<file path="config.mk">
export PLATFORM = sky130hd
export DESIGN_NAME = bounded_deque_with_eviction
export DESIGN_NICKNAME = d
export VERILOG_FILES = /design/src/design/bdq_pkg.sv /design/src/design/bdq_front.sv /design/src/design/bdq_queue.sv /design/src/design/bdq_back.sv /design/src/design/bounded_deque_with_eviction.sv
export SDC_FILE = /design/constraint.sdc
export NUM_CORES = 2
export LEC_CHECK = 0
export BUFFER_PORTS_ARGS = -buffer_cell sky130_fd_sc_hd__buf_2
export CAP_MARGIN = 20
export CORE_MARGIN = 3
export CORE_UTILIZATION = 40
export DETAILED_ROUTE_END_ITERATION = 8
export GPL_TIMING_DRIVEN = 0
export PLACE_DENSITY = 0.65
export SYNTH_ARGS = -nofsm -noshare
export SYNTH_HDL_FRONTEND = slang
export SYNTH_HIERARCHICAL = 1
export SYNTH_MEMORY_MAX_BITS = 65536
export SYNTH_SLANG_ARGS = --single-unit
</file>
<file path="constraint.sdc">
create_clock -name clk -period 6.5 [get_ports clk]
set_input_delay 1.625 -clock clk [delete_from_list [all_inputs] [get_ports clk]]
set_output_delay 1.625 -clock clk [all_outputs]
set_load 0.1 [all_outputs]
</file>
<file path="src/design/bdq_pkg.sv">
// bdq_pkg: shared types, codes and constants for the bounded deque
// used by bdq_front, bdq_queue, bdq_back and bounded_deque_with_eviction
package bdq_pkg;

  // defaults
  localparam int          DEPTH_DEFAULT = 128;
  localparam logic [7:0]  LIMIT_RESET   = 8'd100;

  // field widths
  localparam int CMD_W    = 3;
  localparam int VALUE_W  = 32;
  localparam int STATUS_W = 3;
  localparam int COUNT_W  = 8;
  localparam int LIMIT_W  = 8;

  // packed stream widths, padded to whole bytes
  localparam int IN_W  = ((CMD_W + VALUE_W + 7) / 8) * 8;
  localparam int OUT_W = ((STATUS_W + VALUE_W + COUNT_W + 7) / 8) * 8;

  // command codes on the input stream
  localparam logic [CMD_W-1:0] CMD_PUSH_FRONT = 3'd0;
  localparam logic [CMD_W-1:0] CMD_PUSH_BACK  = 3'd1;
  localparam logic [CMD_W-1:0] CMD_POP_FRONT  = 3'd2;
  localparam logic [CMD_W-1:0] CMD_POP_BACK   = 3'd3;
  localparam logic [CMD_W-1:0] CMD_MIDDLE     = 3'd4;

  // status codes on the output stream
  localparam logic [STATUS_W-1:0] ST_PUSHED  = 3'd0;
  localparam logic [STATUS_W-1:0] ST_POPPED  = 3'd1;
  localparam logic [STATUS_W-1:0] ST_EVICTED = 3'd2;
  localparam logic [STATUS_W-1:0] ST_MIDDLE  = 3'd3;
  localparam logic [STATUS_W-1:0] ST_NONE    = 3'd4;

  // decoded operation kind
  typedef enum logic [2:0] {
    OP_PUSH_FRONT,
    OP_PUSH_BACK,
    OP_POP_FRONT,
    OP_POP_BACK,
    OP_MIDDLE,
    OP_NONE
  } op_kind_t;

  // one decoded word travelling from front to back
  typedef struct packed {
    op_kind_t            kind;
    logic [VALUE_W-1:0]  value;
  } op_t;

endpackage

</file>
<file path="src/design/bdq_front.sv">
// bdq_front: accepts input words, decodes the command, holds one decoded op
// depends on bdq_pkg
module bdq_front (
  input  logic                       clk,
  input  logic                       rst,
  input  logic                       in_valid,
  output logic                       in_ready,
  input  logic [bdq_pkg::CMD_W-1:0]  in_command,
  input  logic [bdq_pkg::VALUE_W-1:0] in_value,
  output logic                       op_valid,
  input  logic                       op_ready,
  output bdq_pkg::op_t               op
);

  bdq_pkg::op_kind_t kind_dec;

  // command decode, unknown codes become a no-op
  always_comb begin
    unique case (in_command)
      bdq_pkg::CMD_PUSH_FRONT: kind_dec = bdq_pkg::OP_PUSH_FRONT;
      bdq_pkg::CMD_PUSH_BACK:  kind_dec = bdq_pkg::OP_PUSH_BACK;
      bdq_pkg::CMD_POP_FRONT:  kind_dec = bdq_pkg::OP_POP_FRONT;
      bdq_pkg::CMD_POP_BACK:   kind_dec = bdq_pkg::OP_POP_BACK;
      bdq_pkg::CMD_MIDDLE:     kind_dec = bdq_pkg::OP_MIDDLE;
      default:                 kind_dec = bdq_pkg::OP_NONE;
    endcase
  end

  assign in_ready = !op_valid || op_ready;

  // decoded op register
  always_ff @(posedge clk) begin
    if (rst) begin
      op_valid <= 1'b0;
    end else if (in_ready) begin
      op_valid <= in_valid;
    end
  end

  always_ff @(posedge clk) begin
    if (in_valid && in_ready) begin
      op.kind  <= kind_dec;
      op.value <= in_value;
    end
  end

endmodule

</file>
<file path="src/design/bdq_queue.sv">
// bdq_queue: two-entry queue of decoded ops between front and back
// depends on bdq_pkg
module bdq_queue (
  input  logic         clk,
  input  logic         rst,
  input  logic         wr_valid,
  output logic         wr_ready,
  input  bdq_pkg::op_t wr_op,
  output logic         rd_valid,
  input  logic         rd_ready,
  output bdq_pkg::op_t rd_op
);

  bdq_pkg::op_t slots [2];
  logic         wr_ptr;
  logic         rd_ptr;
  logic [1:0]   fill;
  logic         do_wr;
  logic         do_rd;

  assign wr_ready = (fill != 2'd2);
  assign rd_valid = (fill != 2'd0);
  assign rd_op    = slots[rd_ptr];
  assign do_wr    = wr_valid && wr_ready;
  assign do_rd    = rd_valid && rd_ready;

  // pointers and fill level
  always_ff @(posedge clk) begin
    if (rst) begin
      wr_ptr <= 1'b0;
      rd_ptr <= 1'b0;
      fill   <= 2'd0;
    end else begin
      if (do_wr) wr_ptr <= ~wr_ptr;
      if (do_rd) rd_ptr <= ~rd_ptr;
      if (do_wr && !do_rd) begin
        fill <= fill + 2'd1;
      end else if (do_rd && !do_wr) begin
        fill <= fill - 2'd1;
      end
    end
  end

  // slot storage
  always_ff @(posedge clk) begin
    if (do_wr) slots[wr_ptr] <= wr_op;
  end

endmodule

</file>
<file path="src/design/bdq_back.sv">
// bdq_back: ring store, head pointer and count; executes one op per cycle while the result output is not stalled
// depends on bdq_pkg
module bdq_back #(
  parameter int DEPTH = bdq_pkg::DEPTH_DEFAULT
) (
  input  logic                          clk,
  input  logic                          rst,
  input  logic                          cfg_wr_en,
  input  logic [bdq_pkg::LIMIT_W-1:0]   cfg_wr_data,
  input  logic                          op_valid,
  output logic                          op_ready,
  input  bdq_pkg::op_t                  op,
  output logic                          res_valid,
  input  logic                          res_ready,
  output logic [bdq_pkg::STATUS_W-1:0]  res_status,
  output logic [bdq_pkg::VALUE_W-1:0]   res_value,
  output logic [bdq_pkg::COUNT_W-1:0]   res_count
);

  localparam int AW = (DEPTH > 1) ? $clog2(DEPTH) : 1;
  localparam int CW = $clog2(DEPTH + 1);
  localparam int SW = CW + 1;
  localparam int LW = (CW > bdq_pkg::LIMIT_W) ? CW : bdq_pkg::LIMIT_W;

  logic [bdq_pkg::VALUE_W-1:0] ring [DEPTH];
  logic [AW-1:0]               head;
  logic [CW-1:0]               count;
  logic [bdq_pkg::LIMIT_W-1:0] limit;

  // result holding register, read data comes from the ring read register
  logic                          pend_use_rd;
  logic [bdq_pkg::STATUS_W-1:0]  pend_status;
  logic [bdq_pkg::COUNT_W-1:0]   pend_count;
  logic [bdq_pkg::VALUE_W-1:0]   rd_data;

  logic                          fire;
  logic                          full;
  logic                          evict;
  logic [CW-1:0]                 offset;
  logic [SW-1:0]                 sum;
  logic [AW-1:0]                 wrap_pos;
  logic [AW-1:0]                 head_dec;
  logic [AW-1:0]                 rd_addr;
  logic                          rd_en;
  logic [AW-1:0]                 wr_addr;
  logic                          wr_en;
  logic [AW-1:0]                 head_next;
  logic [CW-1:0]                 count_next;
  logic [bdq_pkg::STATUS_W-1:0]  status_next;

  assign op_ready = !res_valid || res_ready;
  assign fire     = op_valid && op_ready;

  // limit register
  always_ff @(posedge clk) begin
    if (rst) begin
      limit <= bdq_pkg::LIMIT_RESET;
    end else if (cfg_wr_en) begin
      limit <= cfg_wr_data;
    end
  end

  // eviction test against the limit clamped to one..DEPTH
  assign full  = (count == CW'(DEPTH));
  assign evict = (count != '0) && (full || (LW'(count) >= LW'(limit)));

  // one shared ring position adder
  always_comb begin
    case (op.kind)
      bdq_pkg::OP_PUSH_BACK:  offset = evict ? '0 : count;
      bdq_pkg::OP_PUSH_FRONT: offset = count - CW'(1);
      bdq_pkg::OP_POP_FRONT:  offset = '0;
      bdq_pkg::OP_POP_BACK:   offset = count - CW'(1);
      bdq_pkg::OP_MIDDLE:     offset = (count - CW'(1)) >> 1;
      default:                offset = '0;
    endcase
  end

  assign sum      = SW'(head) + SW'(offset);
  assign wrap_pos = (sum >= SW'(DEPTH)) ? AW'(sum - SW'(DEPTH)) : AW'(sum);
  assign head_dec = (head == '0) ? AW'(DEPTH - 1) : head - AW'(1);

  // tail position for a push at the back, head plus count
  logic [SW-1:0] tail_sum;
  logic [AW-1:0] tail_pos;
  logic [AW-1:0] head_inc;
  assign tail_sum = SW'(head) + SW'(count);
  assign tail_pos = (tail_sum >= SW'(DEPTH)) ? AW'(tail_sum - SW'(DEPTH))
                                             : AW'(tail_sum);
  assign head_inc = (head == AW'(DEPTH - 1)) ? '0 : head + AW'(1);

  // op execution plan
  always_comb begin
    rd_en       = 1'b0;
    rd_addr     = wrap_pos;
    wr_en       = 1'b0;
    wr_addr     = tail_pos;
    head_next   = head;
    count_next  = count;
    status_next = bdq_pkg::ST_NONE;
    unique case (op.kind)
      bdq_pkg::OP_PUSH_FRONT: begin
        wr_en     = 1'b1;
        wr_addr   = head_dec;
        head_next = head_dec;
        if (evict) begin
          rd_en       = 1'b1;
          status_next = bdq_pkg::ST_EVICTED;
        end else begin
          count_next  = count + CW'(1);
          status_next = bdq_pkg::ST_PUSHED;
        end
      end
      bdq_pkg::OP_PUSH_BACK: begin
        wr_en   = 1'b1;
        wr_addr = tail_pos;
        if (evict) begin
          rd_en       = 1'b1;
          head_next   = head_inc;
          status_next = bdq_pkg::ST_EVICTED;
        end else begin
          count_next  = count + CW'(1);
          status_next = bdq_pkg::ST_PUSHED;
        end
      end
      bdq_pkg::OP_POP_FRONT: begin
        if (count != '0) begin
          rd_en       = 1'b1;
          head_next   = head_inc;
          count_next  = count - CW'(1);
          status_next = bdq_pkg::ST_POPPED;
        end
      end
      bdq_pkg::OP_POP_BACK: begin
        if (count != '0) begin
          rd_en       = 1'b1;
          count_next  = count - CW'(1);
          status_next = bdq_pkg::ST_POPPED;
        end
      end
      bdq_pkg::OP_MIDDLE: begin
        if (count >= CW'(2)) begin
          rd_en       = 1'b1;
          status_next = bdq_pkg::ST_MIDDLE;
        end
      end
      default: begin
        status_next = bdq_pkg::ST_NONE;
      end
    endcase
  end

  // pointer state
  always_ff @(posedge clk) begin
    if (rst) begin
      head  <= '0;
      count <= '0;
    end else if (fire) begin
      head  <= head_next;
      count <= count_next;
    end
  end

  // ring store, read returns the old word on a same-address write
  always_ff @(posedge clk) begin
    if (fire && rd_en) rd_data <= ring[rd_addr];
    if (fire && wr_en) ring[wr_addr] <= op.value;
  end

  // result register
  always_ff @(posedge clk) begin
    if (rst) begin
      res_valid <= 1'b0;
    end else if (op_ready) begin
      res_valid <= op_valid;
    end
  end

  always_ff @(posedge clk) begin
    if (fire) begin
      pend_use_rd <= rd_en;
      pend_status <= status_next;
      pend_count  <= bdq_pkg::COUNT_W'(count_next);
    end
  end

  assign res_status = pend_status;
  assign res_value  = pend_use_rd ? rd_data : '0;
  assign res_count  = pend_count;

endmodule

</file>
<file path="src/design/bounded_deque_with_eviction.sv">
// bounded_deque_with_eviction: top level, stream ports and limit register port
// depends on bdq_pkg, bdq_front, bdq_queue, bdq_back
// path: an accepted input word passes the front op register, the queue slots and the result register
// throughput: one word per cycle while the output stream is not stalled
// the ring store does at most one read and one write per cycle; results wait in a register
// reset: head and count clear, limit returns to 100, ring contents stay unknown
module bounded_deque_with_eviction #(
  parameter int DEPTH = bdq_pkg::DEPTH_DEFAULT
) (
  input  logic                         clk,
  input  logic                         rst,
  input  logic                         cfg_wr_en,
  input  logic [bdq_pkg::LIMIT_W-1:0]  cfg_wr_data,
  input  logic                         s_axis_tvalid,
  output logic                         s_axis_tready,
  // command [2:0], push_value [34:3], zero pad above
  input  logic [bdq_pkg::IN_W-1:0]     s_axis_tdata,
  output logic                         m_axis_tvalid,
  input  logic                         m_axis_tready,
  // status [2:0], out_value [34:3], element_count [42:35], zero pad above
  output logic [bdq_pkg::OUT_W-1:0]    m_axis_tdata
);

  localparam int VAL_LO = bdq_pkg::CMD_W;
  localparam int PAD_W  = bdq_pkg::OUT_W - bdq_pkg::STATUS_W - bdq_pkg::VALUE_W
                          - bdq_pkg::COUNT_W;

  logic                          f_valid;
  logic                          f_ready;
  bdq_pkg::op_t                  f_op;
  logic                          q_valid;
  logic                          q_ready;
  bdq_pkg::op_t                  q_op;
  logic [bdq_pkg::STATUS_W-1:0]  status;
  logic [bdq_pkg::VALUE_W-1:0]   out_value;
  logic [bdq_pkg::COUNT_W-1:0]   element_count;

  // front: accept and decode
  bdq_front u_front (
    .clk        (clk),
    .rst        (rst),
    .in_valid   (s_axis_tvalid),
    .in_ready   (s_axis_tready),
    .in_command (s_axis_tdata[bdq_pkg::CMD_W-1:0]),
    .in_value   (s_axis_tdata[VAL_LO +: bdq_pkg::VALUE_W]),
    .op_valid   (f_valid),
    .op_ready   (f_ready),
    .op         (f_op)
  );

  // queue between front and back
  bdq_queue u_queue (
    .clk      (clk),
    .rst      (rst),
    .wr_valid (f_valid),
    .wr_ready (f_ready),
    .wr_op    (f_op),
    .rd_valid (q_valid),
    .rd_ready (q_ready),
    .rd_op    (q_op)
  );

  // back: ring store execution
  bdq_back #(
    .DEPTH (DEPTH)
  ) u_back (
    .clk         (clk),
    .rst         (rst),
    .cfg_wr_en   (cfg_wr_en),
    .cfg_wr_data (cfg_wr_data),
    .op_valid    (q_valid),
    .op_ready    (q_ready),
    .op          (q_op),
    .res_valid   (m_axis_tvalid),
    .res_ready   (m_axis_tready),
    .res_status  (status),
    .res_value   (out_value),
    .res_count   (element_count)
  );

  // pack result word
  assign m_axis_tdata = {{PAD_W{1'b0}}, element_count, out_value, status};

endmodule
</file>
# Yosys cells after proc, flatten, opt, wreduce, memory -nomap -nowiden
# Memory sizes are Yosys's and may differ from the RTL's. A register that Yosys moved wholly into a read port is not among the register bits.
# Cells that the tools add are included.
totals:
  elab_cells: 102
  mem_count: 2
  register_bits: 76
  mem_bits_ro: 0
  latch_bits: 0
  output_inout_bits: 50
  mem_bits_rw: 4166
classes:
  mux: 32
  reduce_logical: 26
  shift: 0
  div_mod_pow: 0
  mul: 0
  n_bitwise: 2
  magnitude_cmp: 4
  eq_ne: 13
  addsub: 10
mem_list:
  columns: ["name", "words", "width", "read_ports", "rd_ports_with_merged_regs", "wr", "line", "text"]
  rows:
  - ["u_back.ring", 128, 32, 1, 1, 1, "bdq_back.sv:25", "logic [bdq_pkg::VALUE_W-1:0] ring [DEPTH];"]
  - ["u_queue.slots", 2, 35, 1, 1, 1, "bdq_queue.sv:14", "bdq_pkg::op_t slots [2];"]
op_table:
  columns: ["cell", "count"]
  rows:
  - ["$mux W7", 7]
  - ["$mux W32", 1]
  - ["$mux W8", 3]
  - ["$pmux W8 S3", 1]
  - ["$pmux W7 S3", 1]
  - ["$sub A7 B1 Y7 const B", 3]
  - ["$add A7 B8 Y9", 2]
  - ["$ge A9 B8 Y1 const B", 2]
  - ["$pmux W8 S2", 1]
  - ["$pmux W3 S5", 1]
  - ["$eq A3 B2 Y1 const B", 4]
  - ["$mux W1", 10]
  - ["$pmux W3 S3", 1]
  - ["$add A8 B1 Y8 const B", 1]
  - ["$eq A8 B8 Y1 const B", 1]
  - ["$ge A8 B2 Y1 const B", 1]
  - ["$ge A8 B8 Y1", 1]
  - ["$logic_and A1 B1 Y1", 8]
  - ["$reduce_bool A8 Y1", 1]
  - ["$sub A8 B1 Y8 const B", 1]
  - ["$add A7 B1 Y7 const B", 1]
  - ["$eq A7 B7 Y1 const B", 1]
  - ["$logic_not A7 Y1", 1]
  - ["$eq A3 B1 Y1 const B", 2]
  - ["other kinds (16)", 31]

# Depth between registers and ports, before layout
logic_depth:
  word_depth: 8
  mapped_depth: 24
  ltp_nobuf: 21

# Cells and area by module
# Netlist, hierarchy kept.
modules_own_cells:
  columns: ["mod", "area_each_um2", "seq_area_each_um2", "cells_per_inst", "n_inst"]
  rows:
  - ["bdq_back", 160260.0, 124799.7, 6866, 1]
  - ["bdq_queue", 2738.9, 2202.1, 133, 1]
  - ["bdq_front", 1123.6, 1071.0, 43, 1]
  - ["bounded_deque_with_eviction", 41.3, 0.0, 6, 1]

# Least setup slack after synthesis
# Ideal clock, no wire load.
synth_path:
  kind: "flip-flop to flip-flop"
  startpoint: "reg u_back.count[0]"
  endpoint: "reg u_back/rd_data[10] (netlist name) (read register of u_back.ring) (data pin)"
  path_stages_with_launch: 22
  arrival_time_ns: 5.202
  setup_time_ns: 0.263
  n_path_buf: 3
  path_slack_ns: 1.036
  cell_sequence: "dfxtp_1 > inv_1 > ha_1 > nand2b_1 > a2111oi_0 > o41a_1 > a21o_1 > buf_2 > ha_1 > nand2_1 > o22a_1 > o22ai_1 > ha_1 > inv_1 > fa_1 > xnor2_2 > buf_2 > buf_2 > mux4_2 > mux4_2 > o22ai_1 > o31ai_1"
synth_between:
  elab_chain_cells: 8
synth_rtl:
  columns: ["item", "line", "text"]
  rows:
  - ["start: declaration", "bdq_back.sv:27", "logic [CW-1:0] count;"]
  - ["start signal: assignment", "bdq_back.sv:160", "count <= count_next;"]
  - ["$ge A8 B8 Y1 / $eq A8 B8 Y1 (equally long branches)", "bdq_back.sv:65, bdq_back.sv:64", null]
  - ["$logic_or A1 B1 Y1", "bdq_back.sv:65", "assign evict = (count != '0) && (full || (LW'(count) >= LW'(limit)));"]
  - ["$logic_and A1 B1 Y1", "bdq_back.sv:65", null]
  - ["$mux W8", "bdq_back.sv:70", "bdq_pkg::OP_PUSH_BACK: offset = evict ? '0 : count;"]
  - ["$pmux W8 S3", "bdq_back.sv:69", "case (op.kind)"]
  - ["$add A7 B8 Y9", "bdq_back.sv:79", "assign sum = SW'(head) + SW'(offset);"]
  - ["$ge A9 B8 Y1 / $sub A7 B1 Y7 (equally long branches)", "bdq_back.sv:80", "assign wrap_pos = (sum >= SW'(DEPTH)) ? AW'(sum - SW'(DEPTH)) : AW'(sum);"]
  - ["$mux W7", "bdq_back.sv:80", null]
  - ["end: declaration", "bdq_back.sv:34", "logic [bdq_pkg::VALUE_W-1:0] rd_data;"]
# Parallel ways exist; a longest one is shown, timed or not.
# A chain may end at the register's enable or synchronous reset.

# Final worst setup path
layout_path:
  startpoint: "reg u_back.count[0]"
  endpoint: "reg u_back/rd_data[0] (netlist name) (read register of u_back.ring) (data pin)"
# The elaborated chain is that of the path after synthesis.

==> results.yml <==
setup_path:
  r2r_slack_ns: 0.07
  reg2reg_to: "u_back/rd_data[0]"
  slowest_delay_ns: 0.56
  worstSetupPathType: "flop to flop"
  cp_max_fo: 10
  ff2ff_path_depth: 23
  start_kind: "flop"
  cp.required_ns: 7.21
  crit_slowest_cell: "fa_2"
  cp.arrival_ns: 7.15
  critPathMostFrequentCell: "ha_1"
  reg2reg_from: "u_back/count[0]"
  cp_cell_sequence: "inv_1 -> ha_1 -> nand2b_1 -> a2111oi_2 -> o41a_1 -> a21o_1 -> buf_4 -> ha_1 -> nand2_1 -> o22a_1 -> o22ai_2 -> ha_1 -> inv_1 -> fa_2 -> buf_12 -> clkbuf_8 -> clkbuf_4 -> buf_2 -> mux4_2 -> nand2_1 -> a31oi_1 -> a211oi_1 -> o31ai_1"
  end_kind: "flop"
  critPathLaunch: "u_back/count[0]"
grt:
  use_met1_pct: 28.78
  grt-busiest-layer: "met2"
  gr-total-overflow: 0
  use_met3_pct: 5.078
  grt_pass1_wl_um: 634800
  grt_pass1_vias: 79825
  grt_start_max_net_pins: 124
  grt_antenna_before_repair: 30
  grtUsageMet2_pct: 34.21
  track_usage_pct: 21.65
yosys:
  synth_edf_count: 4245
  netlist.area_leader.share_pct: 77.65
  synth_cell_types: 73
  synthArstFlopShare_pct: 0
  yosysMostFrequentCell: "edfxtp_1"
  synth_top_family_by_area: "multiplexers"
  synth_top_cell_by_area: "edfxtp_1"
  ys_top_cells_by_count: "edfxtp_1 (4,245), mux4_2 (1,239), nand2_1 (279)"
  synth_area_leaders: "edfxtp_1 (78%), mux4_2 (17%), nand2_1 (0.64%)"
  synth_fa_ha_area_share_pct: 0.2378
  synthCells: 7048
  synth-xor-area-share_pct: 0.1837
  yosysSeqAreaShare_pct: 78.02
  synthMuxAreaShare_pct: 17.35
  synth_seq_cells: 4275
  synthSimpleGateAreaFrac_pct: 1.629
  syn_area_per_cell_um2: 23.29
  syn-cell-area_um2: 164200
  synth_compound_area_share_pct: 1.518
  synth_warnings: 6
  dominantRegCellSynth: "edfxtp_1"
route:
  first_pass_iters: 8
  dr.first_iter.drc_count: 12665
  drtAntennaViolNets: 0
  vias: 80968
  routed_via_density: 5.980
  route.detailed.drc: 0
  finalWirelength_um: 457700
  wl_per_cell_um: 33.81
cells_and_area:
  final_nets: 7849
  synthToLayoutAreaGrowth_pct: 17.11
  fin_cells: 13539
  fin_area_um2: 192300
  drive_above_1_share_pct: 33.76
clock_tree:
  path_clk_slew_ns: 0.07
  clock_path_buffers: 4
  numCtsBuffers: 411
  cts_sinks: 4275
  clock_latency_ns: 0.98
  cts_tree: "done"
  cts_max_level: 5
  cts_root_buffer: "clkbuf_16"
min_path:
  hold_path_end: "u_queue/slots[0][29]"
  hp-start: "u_front/op[29]"
  whs_path_depth: 0
  hp-class: "flop to flop"
floorplan:
  die_w_um: 646.6
  coreArea_um2: 407600
  start_util_pct: 40.28
  die_area_um2: 418100
  die_h_um: 646.6
  rows: 234
  ios: 103
placement:
  port_buffers: 92
  hpwl_um: 309600
  gp_congestion: 0.9638
  place_area_um2: 177300
  place_inst: 12772
sta:
  min_period_ns: 6.433
  rsz0062_at_grt: "yes"
  slew_viol_final: 0
  finalClockSkew_ns: 0.08677
  fmax_mhz: 155.4
  setup_violations: 0
  max-slew-margin-rel_pct: 22.67
  period_share_pct: 98.97
  tightestPinTransition_ns: 1.157
  hold_violations: 0
  tns_ns: 0
outcome:
  outcome: "completed"
run:
  drv_cap: 0
## layout by cell type, fill, tap and decap left out, drive strengths merged, types with 6 or more instances in the layout
master / count
a211oi: 34
a21o: 6
a21oi: 104
a31oi: 39
and2: 39
and3: 13
buf: 480
bufinv: 32
clkbuf: 711
clkdlybuf4s15: 9
clkinv: 189
clkinvlp: 9
dfxtp: 30
diode: 10
edfxtp: 4245
ha: 28
inv: 34
mux2: 37
mux2i: 16
mux4: 1239
nand2: 279
nand2b: 10
nor2: 197
nor3: 14
o21ai: 58
o22ai: 34
o311ai: 31
o31ai: 33
or2: 6
or3: 37
xnor2: 17
xor2: 14
## kinds of logic after synthesis
group | after synthesis
xor gates and xnor gates | 32
and+or+nand+nor | 617
adders and majority gates | 30
buffers and inverters | 415
muxes | 1292
AOI/OAI and AO/OA | 386
other | 1
DFF | 4275
## worst max path at each step
| stage | slack [ns] | end | cells past startpoint |
|---|---|---|---|
| 2_1_floorplan | 1.04 | u_back/rd_data[10] | 21 |
| 3_3_place_gp | -3.39 | u_back/rd_data[31] | 23 |
| 3_5_place_dp | -3.31 | u_back/rd_data[31] | 23 |
| 4_1_cts | 0.02 | u_back/rd_data[22] | 20 |
| 5_1_grt | -0.07 | u_back/rd_data[4] | 23 |
| 6_report | 0.07 | u_back/rd_data[0] | 23 |
## per-layer routing
| layer | part of all wire (%) | vias to the layer above |
|---|---|---|
| li1 | - | 31545 |
| met1 | 37 | 43740 |
| met2 | 47 | 4909 |
| met3 | 11 | 774 |
| met4 | 5.1 | 0 |
| met5 | 0 | - |
## final cells by class
cell class,count,area (µm²)
Clock inverter,239,2136
Clock buffer,509,10800
Sequential cell,4275,128100
Buffer,389,2497
Tap cell,5428,6792
Timing Repair Buffer,302,5177
Fill cell,32398,215300
Antenna cell,10,25.02
Multi-Input combinational cell,2362,36650
Inverter,25,93.84
## metrics by stage
| step | hold WS [ns] | utilization [%] | setup WS [ns] |
|---|---|---|---|
| 2_1_floorplan | 0.4215 | - | 1.036 |
| 3_3_place_gp | 0.4290 | 42.06 | -3.391 |
| 3_5_place_dp | 0.4322 | 43.51 | -3.311 |
| 4_1_cts | 0.4479 | 47.07 | 0.02118 |
| 5_1_grt | 0.4474 | 47.17 | -0.07288 |
| 6_report | 0.4423 | 47.17 | 0.06683 |
## worst max-delay path, delay by kind of cell (launching register included)
family | cells | cell delay (ns)
flip-flops | 1 | 0.41
AO/OA/AOI/OAI | 8 | 2.34
adder cells (fa/ha/maj) | 4 | 1.24
multiplexers | 1 | 0.25
AND/OR/NAND/NOR | 3 | 0.26
buffers and inverters | 7 | 1.63
## what timing repair did
item,CTS,global route
hold buffers,0,0
setup endpoints to repair,32,32
pin swaps,17,12
setup buffers,2,0
resized for setup,544,133
## flip-flops by register name (all words and copies together) (netlist names), named ones only
name / count
u_front/op: 35
u_back/limit: 8
u_queue/slots: 70
u_front/op_valid: 1
u_back/res_valid: 1
u_queue/wr_ptr: 1
u_back/pend_use_rd: 1
u_back/res_count: 8
u_back/rd_data: 32
u_queue/fill: 2
u_back/res_status: 3
u_back/count: 8
u_back/head: 7
u_back/ring: 4096
u_queue/rd_ptr: 1
Power is not shown: default switching activity piles up to over one toggle a cycle in this logic, so the estimate is an artifact.
